--- src/rtl/uwb_four_anchor_position_solver_assert.svh ---
// ----------------------------------------------------------------------------
// UWB position solver assertion macros
// Concurrent assertion wrappers; empty when SYNTH is defined.
// ----------------------------------------------------------------------------
`ifndef UWB_FOUR_ANCHOR_POSITION_SOLVER_ASSERT_SVH
`define UWB_FOUR_ANCHOR_POSITION_SOLVER_ASSERT_SVH
`ifndef SYNTH
`define UWBPOS_ASSERT(lbl, prop, msg) \
  lbl: assert property (@(posedge clk_i) disable iff (!rst_ni) prop) else $error(msg);
`define UWBPOS_ASSERT_ALWAYS(lbl, prop, msg) \
  lbl: assert property (@(posedge clk_i) prop) else $error(msg);
`else
`define UWBPOS_ASSERT(lbl, prop, msg)
`define UWBPOS_ASSERT_ALWAYS(lbl, prop, msg)
`endif
`endif

--- src/rtl/uwbpos_pkg.sv ---
// ----------------------------------------------------------------------------
// uwbpos_pkg
// Shared types and constants of the UWB four-anchor position solver.
// ----------------------------------------------------------------------------
`default_nettype none
package uwbpos_pkg;

  localparam int unsigned RANGE_FLOOR_DEF   = 100;
  localparam int unsigned FRACTION_BITS_DEF = 16;
  localparam int unsigned QUEUE_DEPTH       = 4;
  localparam int unsigned QUEUE_AW          = 2;
  localparam int unsigned CFG_IDX_W         = 4;

  localparam logic [CFG_IDX_W-1:0] CFG_OWN_TAG      = 4'd0;
  localparam logic [CFG_IDX_W-1:0] CFG_RANGE_CEIL   = 4'd1;
  localparam logic [CFG_IDX_W-1:0] CFG_ANCHOR_TWO_X = 4'd2;
  localparam logic [CFG_IDX_W-1:0] CFG_ANCHOR_TWO_Y = 4'd3;
  localparam logic [CFG_IDX_W-1:0] CFG_ANCHOR_ONE_Z = 4'd4;
  localparam logic [CFG_IDX_W-1:0] CFG_ANCHOR_4_Z   = 4'd5;
  localparam logic [CFG_IDX_W-1:0] CFG_BASE_HORIZ   = 4'd6;
  localparam logic [CFG_IDX_W-1:0] CFG_BASE_VERT    = 4'd7;

  typedef struct packed {
    logic [15:0]        own_tag;
    logic [15:0]        range_ceiling;
    logic signed [15:0] anchor_two_x;
    logic signed [15:0] anchor_two_y;
    logic signed [15:0] anchor_one_z;
    logic signed [15:0] anchor_four_z;
    logic [15:0]        baseline_horizontal;
    logic [15:0]        baseline_vertical;
  } cfg_t;

  typedef struct packed {
    logic [15:0] report_tag;
    logic [15:0] range_one;
    logic [15:0] range_two;
    logic [15:0] range_three;
    logic [15:0] range_four;
  } report_t;

  typedef struct packed {
    logic signed [15:0] pos_x;
    logic signed [15:0] pos_y;
    logic signed [15:0] pos_z;
    logic               height_clipped;
  } result_t;

  // clamped ranges of one accepted item
  typedef struct packed {
    logic [15:0] r1;
    logic [15:0] r2;
    logic [15:0] r3;
    logic [15:0] r4;
  } ranges_t;

  typedef struct packed {
    logic full;
    logic empty;
  } queue_stat_t;

endpackage
`default_nettype wire

--- src/rtl/uwbpos_front.sv ---
// ----------------------------------------------------------------------------
// uwbpos_front
// Accepts reports, drops foreign tags and clamps the four ranges.
// ----------------------------------------------------------------------------
`default_nettype none
module uwbpos_front #(
  parameter int unsigned RANGE_FLOOR = uwbpos_pkg::RANGE_FLOOR_DEF
) (
  input  wire                 start,
  input  wire                 full_i,
  input  uwbpos_pkg::report_t report_i,
  input  uwbpos_pkg::cfg_t    cfg_i,
  output logic                push_o,
  output uwbpos_pkg::ranges_t ranges_o
);
  localparam logic [15:0] FLOOR = 16'(RANGE_FLOOR);

  function automatic logic [15:0] clamp(input logic [15:0] r, input logic [15:0] ceil_v);
    logic [15:0] v;
    v = (r < FLOOR) ? FLOOR : r;
    return (v > ceil_v) ? ceil_v : v;
  endfunction

  assign push_o = start && !full_i && (report_i.report_tag == cfg_i.own_tag);

  always_comb begin
    ranges_o.r1 = clamp(report_i.range_one,   cfg_i.range_ceiling);
    ranges_o.r2 = clamp(report_i.range_two,   cfg_i.range_ceiling);
    ranges_o.r3 = clamp(report_i.range_three, cfg_i.range_ceiling);
    ranges_o.r4 = clamp(report_i.range_four,  cfg_i.range_ceiling);
  end
endmodule
`default_nettype wire

--- config.mk ---
export PLATFORM = sky130hd
export DESIGN_NAME = uwbpos_front
export DESIGN_NICKNAME = d
export VERILOG_FILES = /design/src/rtl/uwb_four_anchor_position_solver_assert.svh /design/src/rtl/uwbpos_pkg.sv /design/src/rtl/uwbpos_front.sv
export SDC_FILE = /design/constraint.sdc
export NUM_CORES = 1
export LEC_CHECK = 0
export BUFFER_PORTS_ARGS = -buffer_cell sky130_fd_sc_hd__buf_4
export CAP_MARGIN = 0
export CORE_AREA = 2 2 107 109
export DETAILED_ROUTE_END_ITERATION = 8
export DIE_AREA = 0 0 109 111
export GPL_TIMING_DRIVEN = 0
export PLACE_DENSITY_LB_ADDON = 0.3
export REMOVE_ABC_BUFFERS = 1
export SYNTH_ARGS = -nofsm -noshare
export SYNTH_HDL_FRONTEND = slang
export SYNTH_SLANG_ARGS = --single-unit
--- constraint.sdc ---
create_clock -name vclk -period 7.3
set_input_delay 0.365 -clock vclk [all_inputs]
set_output_delay 0.365 -clock vclk [all_outputs]
set_load 0.01 [all_outputs]
==> reports/metrics.cfg <==
[final_layout]
fin_util_pct = 38.95
design.seq.count = 0
design_area_mm2 = 0.004314
n_clock_buffer = 0
nets = 769
ff_latch_area_um2 = 0
n_fill_cell = 1138
antenna_cells = 0
drive_gt1_share_pct = 50.51
area_growth_pct = 41.95

[timing]
hold_viol = 0
max-slew-margin-rel_pct = 28.44
final-setup-viol-count = 0
drv_slew = 0
timing.hold.ws_ns = 1.058
period_needed_ns = 4.427
clock.fmax_ghz = 0.2259
tns_ns = 0
rsz0062_at_grt = no
fin_crit_sh_pct = 60.64
setup_ws_ns = 2.873
worstMarginPinSlew_ns = 1.073

[power]
comb_power_share_pct = 100.0
power_density_mw_per_mm2 = 79.11
power.internal_uw = 186.7
max-vdd-ir-drop_mv = 0.03538
p_leak_uw = 0.002137
p_seq_share_pct = 0
clkPwrFrac_pct = 0
p_switching_uw = 154.5
p_sw_share_pct = 45.28

[clock_network]
postCtsSetupBuffers = 0
hold_buffers = 0
post_cts_resized = 0

[global_routing]
grt_pass1_vias = 3288
grt_pass1_wl_mm = 16.86
grt.total_usage_pct = 17.64
grt_max_degree = 17
grt_antenna_before_repair = 0
overflow = 0

[floorplan]
std_cell_rows = 39
io_pins = 275
die_y_um = 111
fp.dieArea_mm2 = 0.01210
core_area_mm2 = 0.01108
start_util_pct = 27.44
die_x_um = 109

[logic_synthesis]
yosysMostFrequentCell = ha_1
ys_top_cells_by_count = 64 x ha_1, 36 x clkbuf_1, 33 x mux2_2
synth.cell_area_mm2 = 0.003039
synth.distinct_cells = 39
yosysTopAreaCell = ha_1
synth.top_cell.area_share_pct = 26.35
synthTopCellsByArea = ha_1 26%, mux2_4 13%, mux2_2 12%, clkbuf_1 4.4%, a21oi_1 4.0%
yosysWarnings = 0
ys_seq_area_share_pct = 0
syn_inst = 358
avgSynthCellArea_um2 = 8.489

[worst_setup_path]
critical_path_required_ns = 6.93
critPathLaunchType = input pin
crit_fanout = 16
critPathKind = in2out
end_kind = output port
worstPathArrival_ns = 4.06

[routing]
first_pass_iters = 4
vias = 3155
wl_per_cell_um = 17.68
finalWirelength_mm = 11.25
viasPerCell = 4.961
drc = 0
drtAntennaViolNets = 0
first_iter_violations = 121

[placed_design]
placed_cell_area_mm2 = 0.004314
dpl_worst_slack_ns = 2.996
gp_congestion = 0.8730
io_buffer_count = 179
hpwl_mm = 10.21

[hold_path]
hp-class = in2out

[job]
maxCapViolations = 0

[outcome]
outcome = finished, final reports clean

power by group through the flow:
stage	registers [uW]	clock network [uW]	logic (uW)
after floorplan	0	0	181
after global placement	0	0	335
after detailed placement	0	0	343
after CTS	0	0	345
after global routing	0	0	371
final	0	0	341
cells by family (layout without fill, tap and decap cells):
kind of cell | Yosys count | after routing | share of synthesized area (%)
buffers and inverters | 60 | 195 | 10.13
multiplexers | 64 | 64 | 26.88
XOR/XNOR | 16 | 16 | 4.611
adder cells (fa/ha/maj) | 64 | 64 | 26.35
AND/OR/NAND/NOR | 98 | 98 | 19.47
AO/OA/AOI/OAI | 56 | 56 | 12.56
per-stage QoR:
stage / std cells / power (uW)
2_1_floorplan: 314 / 181.0
3_5_place_dp: 636 / 343.2
6_report: 636 / 341.3
5_1_grt: 636 / 371.5
4_1_cts: 636 / 344.7
3_3_place_gp: 636 / 335.3
cell usage in the layout, fill, tap and decap left out, types with 2 or more instances in the layout:
master and n:
o21a_1 4, a21boi_1 3, xor2_1 12, nor4_2 3, and2_1 14, nand4_1 12, o211ai_2 2, and4_1 2
a21oi_1 24, buf_4 179, nor2b_1 4, nand2_1 19, a21boi_0 2, xnor2_1 4, nor2_1 7, mux2_4 27
o21ai_0 6, nor3_1 5, o2bb2ai_1 3, nand3_1 8, o311ai_0 4, ha_1 64, inv_1 16, nand4_2 3
mux2_2 33, nand2b_1 12, o41a_1 3, nor4_1 7, mux2i_1 4
worst max-delay path: stages:
cell	delay, ns
buf_4	0.12
nor4_1	0.69
nand4_1	0.33
and2_1	0.30
ha_1	0.28
nand2_1	0.06
nor4_2	0.18
a21boi_1	0.25
o41a_1	0.89
mux2_2	0.44
buf_4	0.15
path summary, 6_finish.rpt:
path / startpoint / to / depth (start not counted)
setup / recovery: report_i[28] / ranges_o[21] / 11
hold / removal: report_i[59] / ranges_o[59] / 3
layout make-up:
cell class / count / area [um^2] / area share [%]
timing repair buffer: 179 / 1344 / 31.15
tap: 143 / 178.9 / 4.147
inverter: 16 / 60.06 / 1.392
multi-input combinational: 298 / 2731 / 63.31
metal layers:
| layer | global-route usage (%) | vias up | routed length, um |
|---|---|---|---|
| met5 | 0 | - | 0 |
| met4 | 1.453 | 0 | 60 |
| met3 | 1.881 | 4 | 954 |
| met2 | 30.89 | 165 | 5101 |
| met1 | 23.92 | 1409 | 5130 |
| li1 | - | 1577 | - |
No activity file was read; power rests on OpenSTA's default activity.
