$ cat config.mk
export PLATFORM = sky130hd
export DESIGN_NAME = uwbpos_queue
export DESIGN_NICKNAME = d
export VERILOG_FILES = /design/src/rtl/uwb_four_anchor_position_solver_assert.svh /design/src/rtl/uwbpos_pkg.sv /design/src/rtl/uwbpos_queue.sv
export SDC_FILE = /design/constraint.sdc
export NUM_CORES = 1
export LEC_CHECK = 0
export BUFFER_PORTS_ARGS = -buffer_cell sky130_fd_sc_hd__buf_2
export CORE_AREA = 4 4 179 146
export DETAILED_ROUTE_END_ITERATION = 8
export DIE_AREA = 0 0 183 150
export SYNTH_ARGS = -nofsm -noshare
export SYNTH_HDL_FRONTEND = slang
export SYNTH_SLANG_ARGS = --single-unit
$ cat constraint.sdc
create_clock -name clk_i -period 6.32 [get_ports clk_i]
set_input_delay 0.632 -clock clk_i [delete_from_list [all_inputs] [get_ports clk_i]]
set_output_delay 0.632 -clock clk_i [all_outputs]
set_load 0.01 [all_outputs]
$ cat src/rtl/uwb_four_anchor_position_solver_assert.svh
// ----------------------------------------------------------------------------
// UWB position solver assertion macros
// Concurrent assertion wrappers; empty when SYNTH is defined.
// ----------------------------------------------------------------------------
`ifndef UWB_FOUR_ANCHOR_POSITION_SOLVER_ASSERT_SVH
`define UWB_FOUR_ANCHOR_POSITION_SOLVER_ASSERT_SVH
`ifndef SYNTH
`define UWBPOS_ASSERT(lbl, prop, msg) \
  lbl: assert property (@(posedge clk_i) disable iff (!rst_ni) prop) else $error(msg);
`define UWBPOS_ASSERT_ALWAYS(lbl, prop, msg) \
  lbl: assert property (@(posedge clk_i) prop) else $error(msg);
`else
`define UWBPOS_ASSERT(lbl, prop, msg)
`define UWBPOS_ASSERT_ALWAYS(lbl, prop, msg)
`endif
`endif

$ cat src/rtl/uwbpos_pkg.sv
// ----------------------------------------------------------------------------
// uwbpos_pkg
// Shared types and constants of the UWB four-anchor position solver.
// ----------------------------------------------------------------------------
`default_nettype none
package uwbpos_pkg;

  localparam int unsigned RANGE_FLOOR_DEF   = 100;
  localparam int unsigned FRACTION_BITS_DEF = 16;
  localparam int unsigned QUEUE_DEPTH       = 4;
  localparam int unsigned QUEUE_AW          = 2;
  localparam int unsigned CFG_IDX_W         = 4;

  localparam logic [CFG_IDX_W-1:0] CFG_OWN_TAG      = 4'd0;
  localparam logic [CFG_IDX_W-1:0] CFG_RANGE_CEIL   = 4'd1;
  localparam logic [CFG_IDX_W-1:0] CFG_ANCHOR_TWO_X = 4'd2;
  localparam logic [CFG_IDX_W-1:0] CFG_ANCHOR_TWO_Y = 4'd3;
  localparam logic [CFG_IDX_W-1:0] CFG_ANCHOR_ONE_Z = 4'd4;
  localparam logic [CFG_IDX_W-1:0] CFG_ANCHOR_4_Z   = 4'd5;
  localparam logic [CFG_IDX_W-1:0] CFG_BASE_HORIZ   = 4'd6;
  localparam logic [CFG_IDX_W-1:0] CFG_BASE_VERT    = 4'd7;

  typedef struct packed {
    logic [15:0]        own_tag;
    logic [15:0]        range_ceiling;
    logic signed [15:0] anchor_two_x;
    logic signed [15:0] anchor_two_y;
    logic signed [15:0] anchor_one_z;
    logic signed [15:0] anchor_four_z;
    logic [15:0]        baseline_horizontal;
    logic [15:0]        baseline_vertical;
  } cfg_t;

  typedef struct packed {
    logic [15:0] report_tag;
    logic [15:0] range_one;
    logic [15:0] range_two;
    logic [15:0] range_three;
    logic [15:0] range_four;
  } report_t;

  typedef struct packed {
    logic signed [15:0] pos_x;
    logic signed [15:0] pos_y;
    logic signed [15:0] pos_z;
    logic               height_clipped;
  } result_t;

  // clamped ranges of one accepted item
  typedef struct packed {
    logic [15:0] r1;
    logic [15:0] r2;
    logic [15:0] r3;
    logic [15:0] r4;
  } ranges_t;

  typedef struct packed {
    logic full;
    logic empty;
  } queue_stat_t;

endpackage
`default_nettype wire

$ cat src/rtl/uwbpos_queue.sv
// ----------------------------------------------------------------------------
// uwbpos_queue
// Small FIFO of clamped range sets between front and back.
// ----------------------------------------------------------------------------
`default_nettype none
module uwbpos_queue (
  input  wire                   clk_i,
  input  wire                   rst_ni,
  input  wire                   push_i,
  input  uwbpos_pkg::ranges_t   data_i,
  input  wire                   pop_i,
  output uwbpos_pkg::ranges_t   data_o,
  output uwbpos_pkg::queue_stat_t stat_o
);
  localparam int unsigned AW = uwbpos_pkg::QUEUE_AW;

  uwbpos_pkg::ranges_t mem_q [uwbpos_pkg::QUEUE_DEPTH];
  logic [AW-1:0] wp_q, rp_q;
  logic [AW:0]   cnt_q;

  assign stat_o.full  = (cnt_q == (AW+1)'(uwbpos_pkg::QUEUE_DEPTH));
  assign stat_o.empty = (cnt_q == '0);
  assign data_o       = mem_q[rp_q];

  always_ff @(posedge clk_i or negedge rst_ni) begin
    if (!rst_ni) begin
      wp_q  <= '0;
      rp_q  <= '0;
      cnt_q <= '0;
    end else begin
      if (push_i) begin
        mem_q[wp_q] <= data_i;
        wp_q        <= wp_q + 1'b1;
      end
      if (pop_i) rp_q <= rp_q + 1'b1;
      case ({push_i, pop_i})
        2'b10:   cnt_q <= cnt_q + 1'b1;
        2'b01:   cnt_q <= cnt_q - 1'b1;
        default: cnt_q <= cnt_q;
      endcase
    end
  end
endmodule
`default_nettype wire

==> results of run 1 <==
what timing repair did:
item / CTS / global route
hold buffers: 1 / 0
hold endpoints to repair: 7 / 0
endpoints found under the setup margin: 0 / 0
kinds of logic after synthesis:
family | Yosys count
mux | 65
xor+xnor | 6
buf+inv | 20
compound gates | 1
flops | 263
simple gates | 9
fa+ha+maj | 6
cell usage after synthesis, drive strengths merged:
library cell / instances
edfxtp: 256
mux4: 64
buf: 13
dfrtp: 7
inv: 6
and3: 5
ha: 5
xor2: 4
nand2: 2
xnor2: 2
clkbuf: 1
fa: 1
mux2i: 1
nor2: 1
nor3: 1
o21ai: 1
through the flow:
| step | power (mW) | cells | setup slack [ns] | area, sq um |
|---|---|---|---|---|
| CTS | 5.04 | 858 | 2.64 | 11500 |
| finish | 4.95 | 859 | 2.81 | 11500 |
| floorplan | 3.10 | 370 | 3.70 | 9630 |
| global route | 5.20 | 858 | 2.50 | 11500 |
| global placement | 3.52 | 808 | 3.20 | 10600 |
| detailed placement | 3.55 | 808 | 3.20 | 10600 |
layout make-up:
| class | instances | area [sq um] |
|---|---|---|
| well taps | 318 | 398 |
| inverters | 6 | 22.5 |
| flip-flops and latches | 263 | 7870 |
| diodes | 1 | 2.50 |
| multi-input cells | 87 | 1660 |
| clock inverters | 11 | 103 |
| fillers | 2005 | 12800 |
| repair buffers | 135 | 683 |
| clock buffers | 38 | 727 |
how the worst max path moves through the flow:
stage | startpoint | slack (ns) | endpoint | cells after the start
final | rp_q[0] | 2.81 | data_o[58] | 3
after global routing | rp_q[0] | 2.50 | data_o[45] | 3
after CTS | rp_q[0] | 2.64 | data_o[45] | 3
after detailed placement | rp_q[0] | 3.20 | data_o[45] | 3
after global placement | rp_q[0] | 3.20 | data_o[45] | 3
after floorplan | rst_ni | 3.70 | mem_q[3][0] | 1
state kept, by name (all words and copies together), names as in the netlist:
name,flops
cnt_q,3
mem_q,256
rp_q,2
wp_q,2
report_power, final:
group,switching (mW),internal (mW),total (mW)
clock,0.603,0.879,1.48
sequential,0.197,2.12,2.32
combinational,0.547,0.602,1.15
total,1.35,3.60,4.95
worst reg2reg max path: cells and delay by family, from the launching register on:
| family | cells | cell delay, ns |
|---|---|---|
| xor+xnor | 1 | 0.16 |
| simple gates | 1 | 0.19 |
| buf+inv | 1 | 0.72 |
| flops | 1 | 0.81 |
per-layer routing:
layer  up-vias  global-route usage (%)  part of all wire [%]
li1       1885                       -                     -
met1      2247                    17.8                    44
met2       126                    21.0                    49
met3        24                    3.09                   5.8
met4         0                    2.53                   1.8
met5         -                       0                     0
cells in the final DEF, fill, tap and decap left out, drive strengths merged:
cell type	synthesis	routed
dlygate4sd3	0	1
inv	6	6
mux4	64	64
clkinv	0	8
nor3	1	1
xnor2	2	2
fa	1	1
clkinvlp	0	1
diode	0	1
buf	13	134
and3	5	5
dfrtp	7	7
clkbuf	1	38
ha	5	5
edfxtp	256	256
mux2i	1	1
nor2	1	1
nand2	2	2
xor2	4	4
o21ai	1	1
bufinv	0	2
==> key figures, run 1 <==
Yosys
  – Top cell type's share of synthesized area: around four fifths
  – Largest cells by area after synthesis: edfxtp_1, mux4_2, dfrtp_1, ha_1, buf_6
  – Syn Nets: between 400 and 500
  – Mapped cell area: between 9000 and 10000 sq um
  – Largest family of logic cells by synthesized area: multiplexers
  – Post-synthesis sequential area ratio: between 80% and 90%
  – Seq cells post-synth: about 260
  – Syn_area_per_cell: ~26 sq um
  – XOR/XNOR Fraction of Synth Area: less than 1%
  – Adder-Cell Fraction of Synth Area: 0.858%
  – Top cell type by total area after synthesis: edfxtp_1
  – Mux share of post-synthesis cell area: 15.1%
  – Compound-Gate Fraction of Synth Area: less than 1%
  – Synth Warn #: 0
  – Synth Area in Simple Gates: less than 1%
  – Yosys cell types: 18
  – Post-Syn Instances: 370

Timing
  – Fmax: about 280 MHz
  – Crit share post-route: between 50% and 60%
  – Max-slew violations: 0
  – RSZ-0062 raised after global routing: false
  – Hold Slack: between 0.3 and 0.4 ns
  – Pin slew with the least headroom to its limit: ~1.0 ns
  – Final hold vios: 0
  – Setup Skew: 0.00844 ns
  – Fin Setup TNS: 0 ns
  – Min Clock Period, post-route: 3.51 ns
  – Worst slew margin: a little under a third
  – Final Setup Violations: 0

Cells and area
  – Layout cell share with drive strength beyond 1: between 40 and 50%
  – Syn-to-layout area delta: 19.1%
  – Final nets: ~590
  – Fin util: between 40% and 50%

Clock tree
  – CTS tree: done
  – Worst skew pair latency: around 0.51 ns
  – Clock transition at path regs: 0.06 ns
  – Num CTS Buffers: 27
  – Gates resized, CTS repair: 0
  – Postcts setup bufs: 0
  – CTS Buffer Depth: 3
  – CTS root buffer: clkbuf_16
  – Clock sinks: roughly 260
  – H-tree levels: 1

Worst hold path
  – Hold path startpoint: data_i[23]
  – Worst Hold Path Cells: 1
  – Hold Path End: mem_q[3][23]
  – Hold crit path type: in2reg

Critical path
  – CP required: between 5 and 6 ns
  – Crit path capture type: output pin
  – Worst Path Buf+Inv: 2
  – Worst-path cell chain: buf_4 > mux4_2 > buf_2
  – Worst flop-to-flop path endpoint: rp_q[1]
  – WS Path Type: reg2out
  – Max incr delay on CP: ~0.81 ns
  – Arr. time, crit path: between 2 and 3 ns
  – Slowest stage cell, crit path: dfrtp_4
  – Worst R2R Start: rp_q[0]
  – Worst reg-to-reg setup slack: approximately 4.3 ns
  – CP startpoint kind: flop
  – Delay-heaviest family, CP: buffers and inverters
  – Reg2reg path depth: 3
  – Critical path peak fanout: 38

Drt
  – Starting DRT DRC Count: 214
  – Vias: around 4.3k
  – DRT antenna net count: 0
  – Pre-antenna DRT Iters: 4
  – WL/cell: roughly 20 um
  – Avg Vias per Cell: between 4 and 5
  – DR DRC count: 0
  – Post-Route WL: approximately 18000 um

Global route
  – Initial antenna violation count: 0
  – Total gr overflow: 0
  – Vias in the first global route: roughly 4.8k
  – Largest net degree at the start of global routing: 66
  – First-pass GRT wire length: 27400 um
  – Gr usage total: ~13%

Power and ir drop
  – Max IR drop VDD: ~250 uV
  – Power Dens Cells: around 430 nW/um^2
  – Pleak: 3.88 nW

Status
  – Status: complete, no violations

Floorplanning
  – Initial Util: just under 40%
  – Die area: ~27000 sq um
  – I/O pin cnt: between 100 and 150
  – Die width: about 180 um
  – Core outline area: about 24000 sq um
  – Die Y: around 150 um
  – Row cnt: a little over 50

Place
  – GP Congestion: 0.671
  – IO Port Bufs: approximately 130
  – Hpwl dp: between 9000 and 10000 um

Job
  – Max cap viols: 0
Power figures use the tool's default switching activity.
==> inputs of run 2 (changes only) <==
- ABC_AREA: default -> 1
- CORE_AREA: 4 4 179 146 -> 4 4 193 158
- DIE_AREA: 0 0 183 150 -> 0 0 197 162
- clock period: 6.32 -> 3.55 ns (I/O delays scaled with it)
==> key figures, run 2 <==
Timing
  – Max-slew violations: 0
  – Setup Skew: around 0.0053 ns
  – Final Setup Violations: 0
  – Final setup margin: around 0.5 ns
  – Pin slew with the least headroom to its limit: 0.848 ns
  – Fmax: 328 MHz
  – Min Clock Period, post-route: around 3.1 ns
  – RSZ-0062 raised after global routing: false
  – Worst slew margin: between 40% and 50%
  – Final hold vios: 0
  – Fin Setup TNS: 0 ns
  – Crit share post-route: between 80% and 90%

Critical path
  – Critical path peak fanout: 38
  – Worst reg-to-reg setup slack: about 1.5 ns
  – Worst-path cell chain: clkinv_2 > buf_12 > o211ai_1 > nand2_1 > buf_2
  – Worst R2R Start: rp_q[1]
  – Worst flop-to-flop path endpoint: rp_q[1]
  – Arr. time, crit path: 2.70 ns
  – CP startpoint kind: flop
  – Reg2reg path depth: 3
  – Max incr delay on CP: between 0.7 and 0.8 ns
  – Worst Path Buf+Inv: 3
  – Slowest stage cell, crit path: dfrtp_4
  – Delay-heaviest family, CP: buffers and inverters
  – Crit path capture type: output pin
  – Worst path depth: 5
  – WS Path Type: reg2out
  – CP required: between 3 and 4 ns

Floorplanning
  – I/O pin cnt: 134
  – Row cnt: 56
  – Core outline area: 28700 sq um
  – Initial Util: roughly two fifths
  – Die Y: 162 um
  – Die area: around 32000 sq um
  – Die width: around 200 um

Cells and area
  – Max reg flops: approximately 260
  – Syn-to-layout area delta: 15.8%
  – Final nets: 1005
  – Most frequent cells in the layout: edfxtp_1, nand2_1, inv_1
  – Final non-filler cell total: 1328
  – Fin util: 45.5%
  – Regs by FF count: mem_q: 256 flops, cnt_q: 3 flops
  – Largest register by flop count: mem_q
  – Layout cell share with drive strength beyond 1: 33.1%
  – Most common cell after layout, fill and taps aside: edfxtp_1

Clock tree
  – CTS root buffer: clkbuf_16
  – CTS Buffer Depth: 3
  – Clock transition at path regs: 0.06 ns
  – Gates resized, CTS repair: 0
  – H-tree levels: 1
  – Num CTS Buffers: 27
  – CTS tree: done
  – Clock sinks: approximately 260
  – Worst skew pair latency: ~0.52 ns
  – Postcts setup bufs: 0

Power and ir drop
  – Net switching share of the total power: a little over a third
  – Max IR drop VDD: between 500 and 600 uV
  – Power Dens Cells: around 800 nW/um^2
  – Clk pwr share: a little over a quarter
  – Pleak: ~5.2 nW
  – P_int: between 6 and 7 mW
  – Reg power frac: around two fifths
  – Combinational cell fraction of total power: around a third
  – Psw: 3.59 mW

Yosys
  – Ys async rst share: under 10%
  – Post-synth EDFFs: 256
  – Syn Nets: 870
  – Yosys cell types: 23
  – Top cell types by occurrence after synthesis: edfxtp_1, nand2_1, inv_1
  – Top cell type by total area after synthesis: edfxtp_1
  – Ys flop type: edfxtp_1
  – Post-synthesis sequential area ratio: 69.7%
  – Largest cells by area after synthesis: edfxtp_1, o211ai_2, nand2_1, inv_1, o211ai_1
  – Post-Syn Instances: a little under 800
  – Syn_area_per_cell: between 10 and 15 sq um
  – Mapped cell area: 11300 sq um
  – Seq cells post-synth: 263
  – Top cell type's share of synthesized area: about two thirds
  – Synth Warn #: 0
  – Most common cell in the netlist: edfxtp_1

Worst hold path
  – Hold crit path type: in2reg
  – Hold path startpoint: data_i[55]
  – Hold Path End: mem_q[2][55]
  – Worst Hold Path Cells: 1

Place
  – IO Port Bufs: between 100 and 150
  – GP Congestion: 0.716
  – Placed Instances: ~1.3k
  – Hpwl dp: 14200 um
  – Dpl ws: 0.988 ns

Global route
  – Gr usage total: ~14%
  – First-pass GRT wire length: about 36000 um
  – Vias in the first global route: 6070
  – Initial antenna violation count: 4
  – Total gr overflow: 0
  – Largest net degree at the start of global routing: 56

Drt
  – Pre-antenna DRT Iters: 4
  – Uppermost layer routed: met5
  – Post-Route WL: around 23000 um
  – Routed wl met2: between 10000 and 15000 um
  – Met3 wire len: ~1300 um
  – Vias: between 6k and 7k
  – WL/cell: around 17 um
  – DRT antenna net count: 0
  – Starting DRT DRC Count: around 360
  – Avg Vias per Cell: ~4.6
  – Met1 WL: ~10000 um
  – DR DRC count: 0

Status
  – Status: complete, no violations

Job
  – Max cap viols: 0
## run 2: cells by family after synthesis
group | count (synthesis) | share of synthesized area [%]
DFF | 263 | 69.7
adders and majority gates | 6 | 0.732
buffers and inverters | 185 | 9.09
AOI/OAI and AO/OA | 130 | 12.4
and+or+nand+nor | 208 | 7.77
xor gates and xnor gates | 4 | 0.377
## run 2: layer usage
| metal | vias to the layer above | global-route usage (%) |
|---|---|---|
| met5 | - | 0 |
| met3 | 40 | 2.78 |
| li1 | 3029 | - |
| met2 | 147 | 23.1 |
| met1 | 2916 | 20.2 |
| met4 | 4 | 2.90 |
## run 2: per-stage QoR
| stage | hold slack [ns] | total power, mW | area (sq um) |
|---|---|---|---|
| finish | 0.0455 | 10.4 | 13100 |
| global route | 0.0230 | 11.0 | 13100 |
| CTS | 0.0155 | 10.5 | 13100 |
| detailed placement | 0.219 | 7.72 | 12200 |
| global placement | 0.217 | 7.69 | 12200 |
| floorplan | 0.0594 | 6.80 | 11300 |
## run 2: worst max path at each step
stage,start,to,slack [ns]
3_3_place_gp,rp_q[1],data_o[43],1.03
6_report,rp_q[1],data_o[48],0.50
5_1_grt,rp_q[1],data_o[48],0.30
2_1_floorplan,wp_q[0],mem_q[2][0],-0.25
3_5_place_dp,rp_q[1],data_o[48],0.99
4_1_cts,rp_q[1],data_o[48],0.41
## run 2: area by class of cell
class                           count  area (sq um)
Sequential cell                   263          7870
Tap cell                          377           472
Antenna cell                        1          2.50
Clock buffer                       33           698
Timing Repair Buffer              149           888
Multi-Input combinational cell    348          2430
Inverter                          142           534
Clock inverter                     15           173
Fill cell                        2613         15700
## run 2: what timing repair did
item	in CTS	in global routing
hold buffers	1	0
setup endpoints to repair	0	0
endpoints found under the hold margin	7	0
## run 2: power groups by stage
stage | registers (mW) | clock network (mW) | logic [mW]
final | 4.09 | 2.80 | 3.47
after detailed placement | 4.16 | 0 | 3.56
after global placement | 4.15 | 0 | 3.54
after floorplan | 3.95 | 0 | 2.85
after global routing | 4.13 | 3.02 | 3.84
after CTS | 4.09 | 2.87 | 3.57
==> inputs of run 3 (changes only) <==
- CORE_AREA: 4 4 193 158 -> 2 2 191 156
- DIE_AREA: 0 0 197 162 -> 0 0 193 158
- REMOVE_ABC_BUFFERS: default -> 1
==> key figures, run 3 (synthesis gave the netlist of run 2 again) <==
Critical path
  – Max incr delay on CP: roughly 0.83 ns
  – Worst-path cell chain: buf_4 > o211ai_2 > nand2_1 > buf_2
  – Worst Path Buf+Inv: 2
  – Delay-heaviest family, CP: buffers and inverters
  – Slowest stage cell, crit path: buf_4
  – Arr. time, crit path: approximately 2.4 ns
  – CP required: 3.19 ns
  – Critical path peak fanout: 55
  – WS Path Type: reg2out
  – CP startpoint kind: flop
  – Crit path capture type: output pin

Timing
  – Max-slew violations: 0
  – Final hold vios: 0
  – Hold Slack: between 0.03 and 0.04 ns
  – Crit share post-route: 78.1%
  – RSZ-0062 raised after global routing: false
  – Worst slew margin: 30.1%
  – Final Setup Violations: 0
  – Final setup margin: roughly 0.78 ns
  – Setup Skew: between 0.015 and 0.02 ns
  – Min Clock Period, post-route: 2.77 ns
  – Fmax: 361 MHz
  – Pin slew with the least headroom to its limit: between 1 and 1.5 ns

Drt
  – DRT antenna net count: 0
  – Pre-antenna DRT Iters: 6
  – DR DRC count: 0
  – WL/cell: ~16 um
  – Post-Route WL: approximately 21000 um
  – Avg Vias per Cell: approximately 4.6
  – Starting DRT DRC Count: roughly 360
  – Vias: 6180

Floorplanning
  – Core outline area: around 29000 sq um
  – Initial Util: 39.3%
  – Row cnt: 56
  – I/O pin cnt: between 100 and 150
  – Die area: 30500 sq um
  – Die Y: 158 um
  – Die width: 193 um

Cells and area
  – Max reg flops: 256
  – Largest register by flop count: mem_q
  – Layout cell share with drive strength beyond 1: 34.0%
  – Fin util: a little under half
  – Most common cell after layout, fill and taps aside: edfxtp_1
  – Most frequent cells in the layout: edfxtp_1, nand2_1, inv_1
  – Area of the multi-input gates: around 2400 sq um
  – Final nets: 1013
  – Fillers: 2607
  – Final non-filler cell total: between 1k and 1.5k
  – Regs by FF count: mem_q: 256 flops, cnt_q: 3 flops
  – Syn-to-layout area delta: 16.2%
  – FF+latch area: roughly 8000 sq um

Global route
  – Largest net degree at the start of global routing: between 50 and 60
  – Initial antenna violation count: 2
  – Vias in the first global route: a little over 6k
  – First-pass GRT wire length: about 34000 um
  – Total gr overflow: 0
  – Gr usage total: 14.3%

Clock tree
  – Gates resized, CTS repair: 0
  – Num CTS Buffers: 28
  – CTS Buffer Depth: 3
  – Clock sinks: 263
  – H-tree levels: 1
  – CTS root buffer: clkbuf_16
  – Worst skew pair latency: between 0.5 and 0.6 ns
  – Clock transition at path regs: about 0.06 ns
  – CTS tree: done

Place
  – GP Congestion: around 0.71
  – Hpwl dp: approximately 13000 um
  – Placed Instances: 1285
  – Dpl ws: between 1 and 1.5 ns
  – IO Port Bufs: between 100 and 150

Worst hold path
  – Hold crit path type: in2reg

Job
  – Max cap viols: 0

Power and ir drop
  – Pleak: between 5 and 6 nW
  – Max IR drop VDD: between 400 and 500 uV
  – Power Dens Cells: just under 800 nW/um^2

Status
  – Status: complete, no violations
run 3: area by class of cell:
type,instances,area share (%)
repair buffers,156,6.79
clock inverters,13,0.849
diodes,2,0.0382
well taps,377,3.60
inverters,142,4.07
clock buffers,36,6.12
multi-input cells,348,18.5
flip-flops and latches,263,60.0
run 3: metal layers:
layer	global-route usage, %	share of wire (%)	wire (um)	up-vias
met1	19.6	47	10000	2967
met2	23.1	46	9860	120
met5	0	0	0	-
li1	-	-	-	3054
met4	3.72	2.3	488	0
met3	2.97	4.7	1010	39
run 3: worst paths after layout:
| path | from | to | slack (ns) | depth (start not counted) |
|---|---|---|---|---|
| setup / recovery | rp_q[1] | data_o[4] | 0.78 | 4 |
| hold / removal | data_i[48] | mem_q[0][48] | 0.04 | 1 |
| setup reg to reg | wp_q[0] | mem_q[2][35] | 1.86 | 5 |
| hold reg to reg | cnt_q[2] | cnt_q[2] | 0.50 | 2 |
| max in group asynchronous | rst_ni | rp_q[1] | 3.15 | 2 |
| min in group asynchronous | rst_ni | cnt_q[1] | 0.20 | 2 |
run 3: what timing repair did:
| action | CTS | global route |
|---|---|---|
| setup endpoints to repair | 0 | 0 |
| endpoints found under the hold margin | 7 | 0 |
| hold buffers | 1 | 0 |
| buffers inserted | 0 | 0 |
run 3: through the flow:
stage	setup TNS (ns)	power [mW]	cell area, sq um
after floorplan	-267.59	5.98	10800
after global placement	0	7.62	12200
after detailed placement	0	7.66	12200
after CTS	0	10.5	13100
after global routing	0	11.0	13100
final	0	10.3	13100
run 3: report_power, final:
group / internal, mW / switching (mW) / total (mW)
sequential: 3.78 / 0.257 / 4.03
clock: 1.72 / 1.12 / 2.84
combinational: 1.32 / 2.15 / 3.47
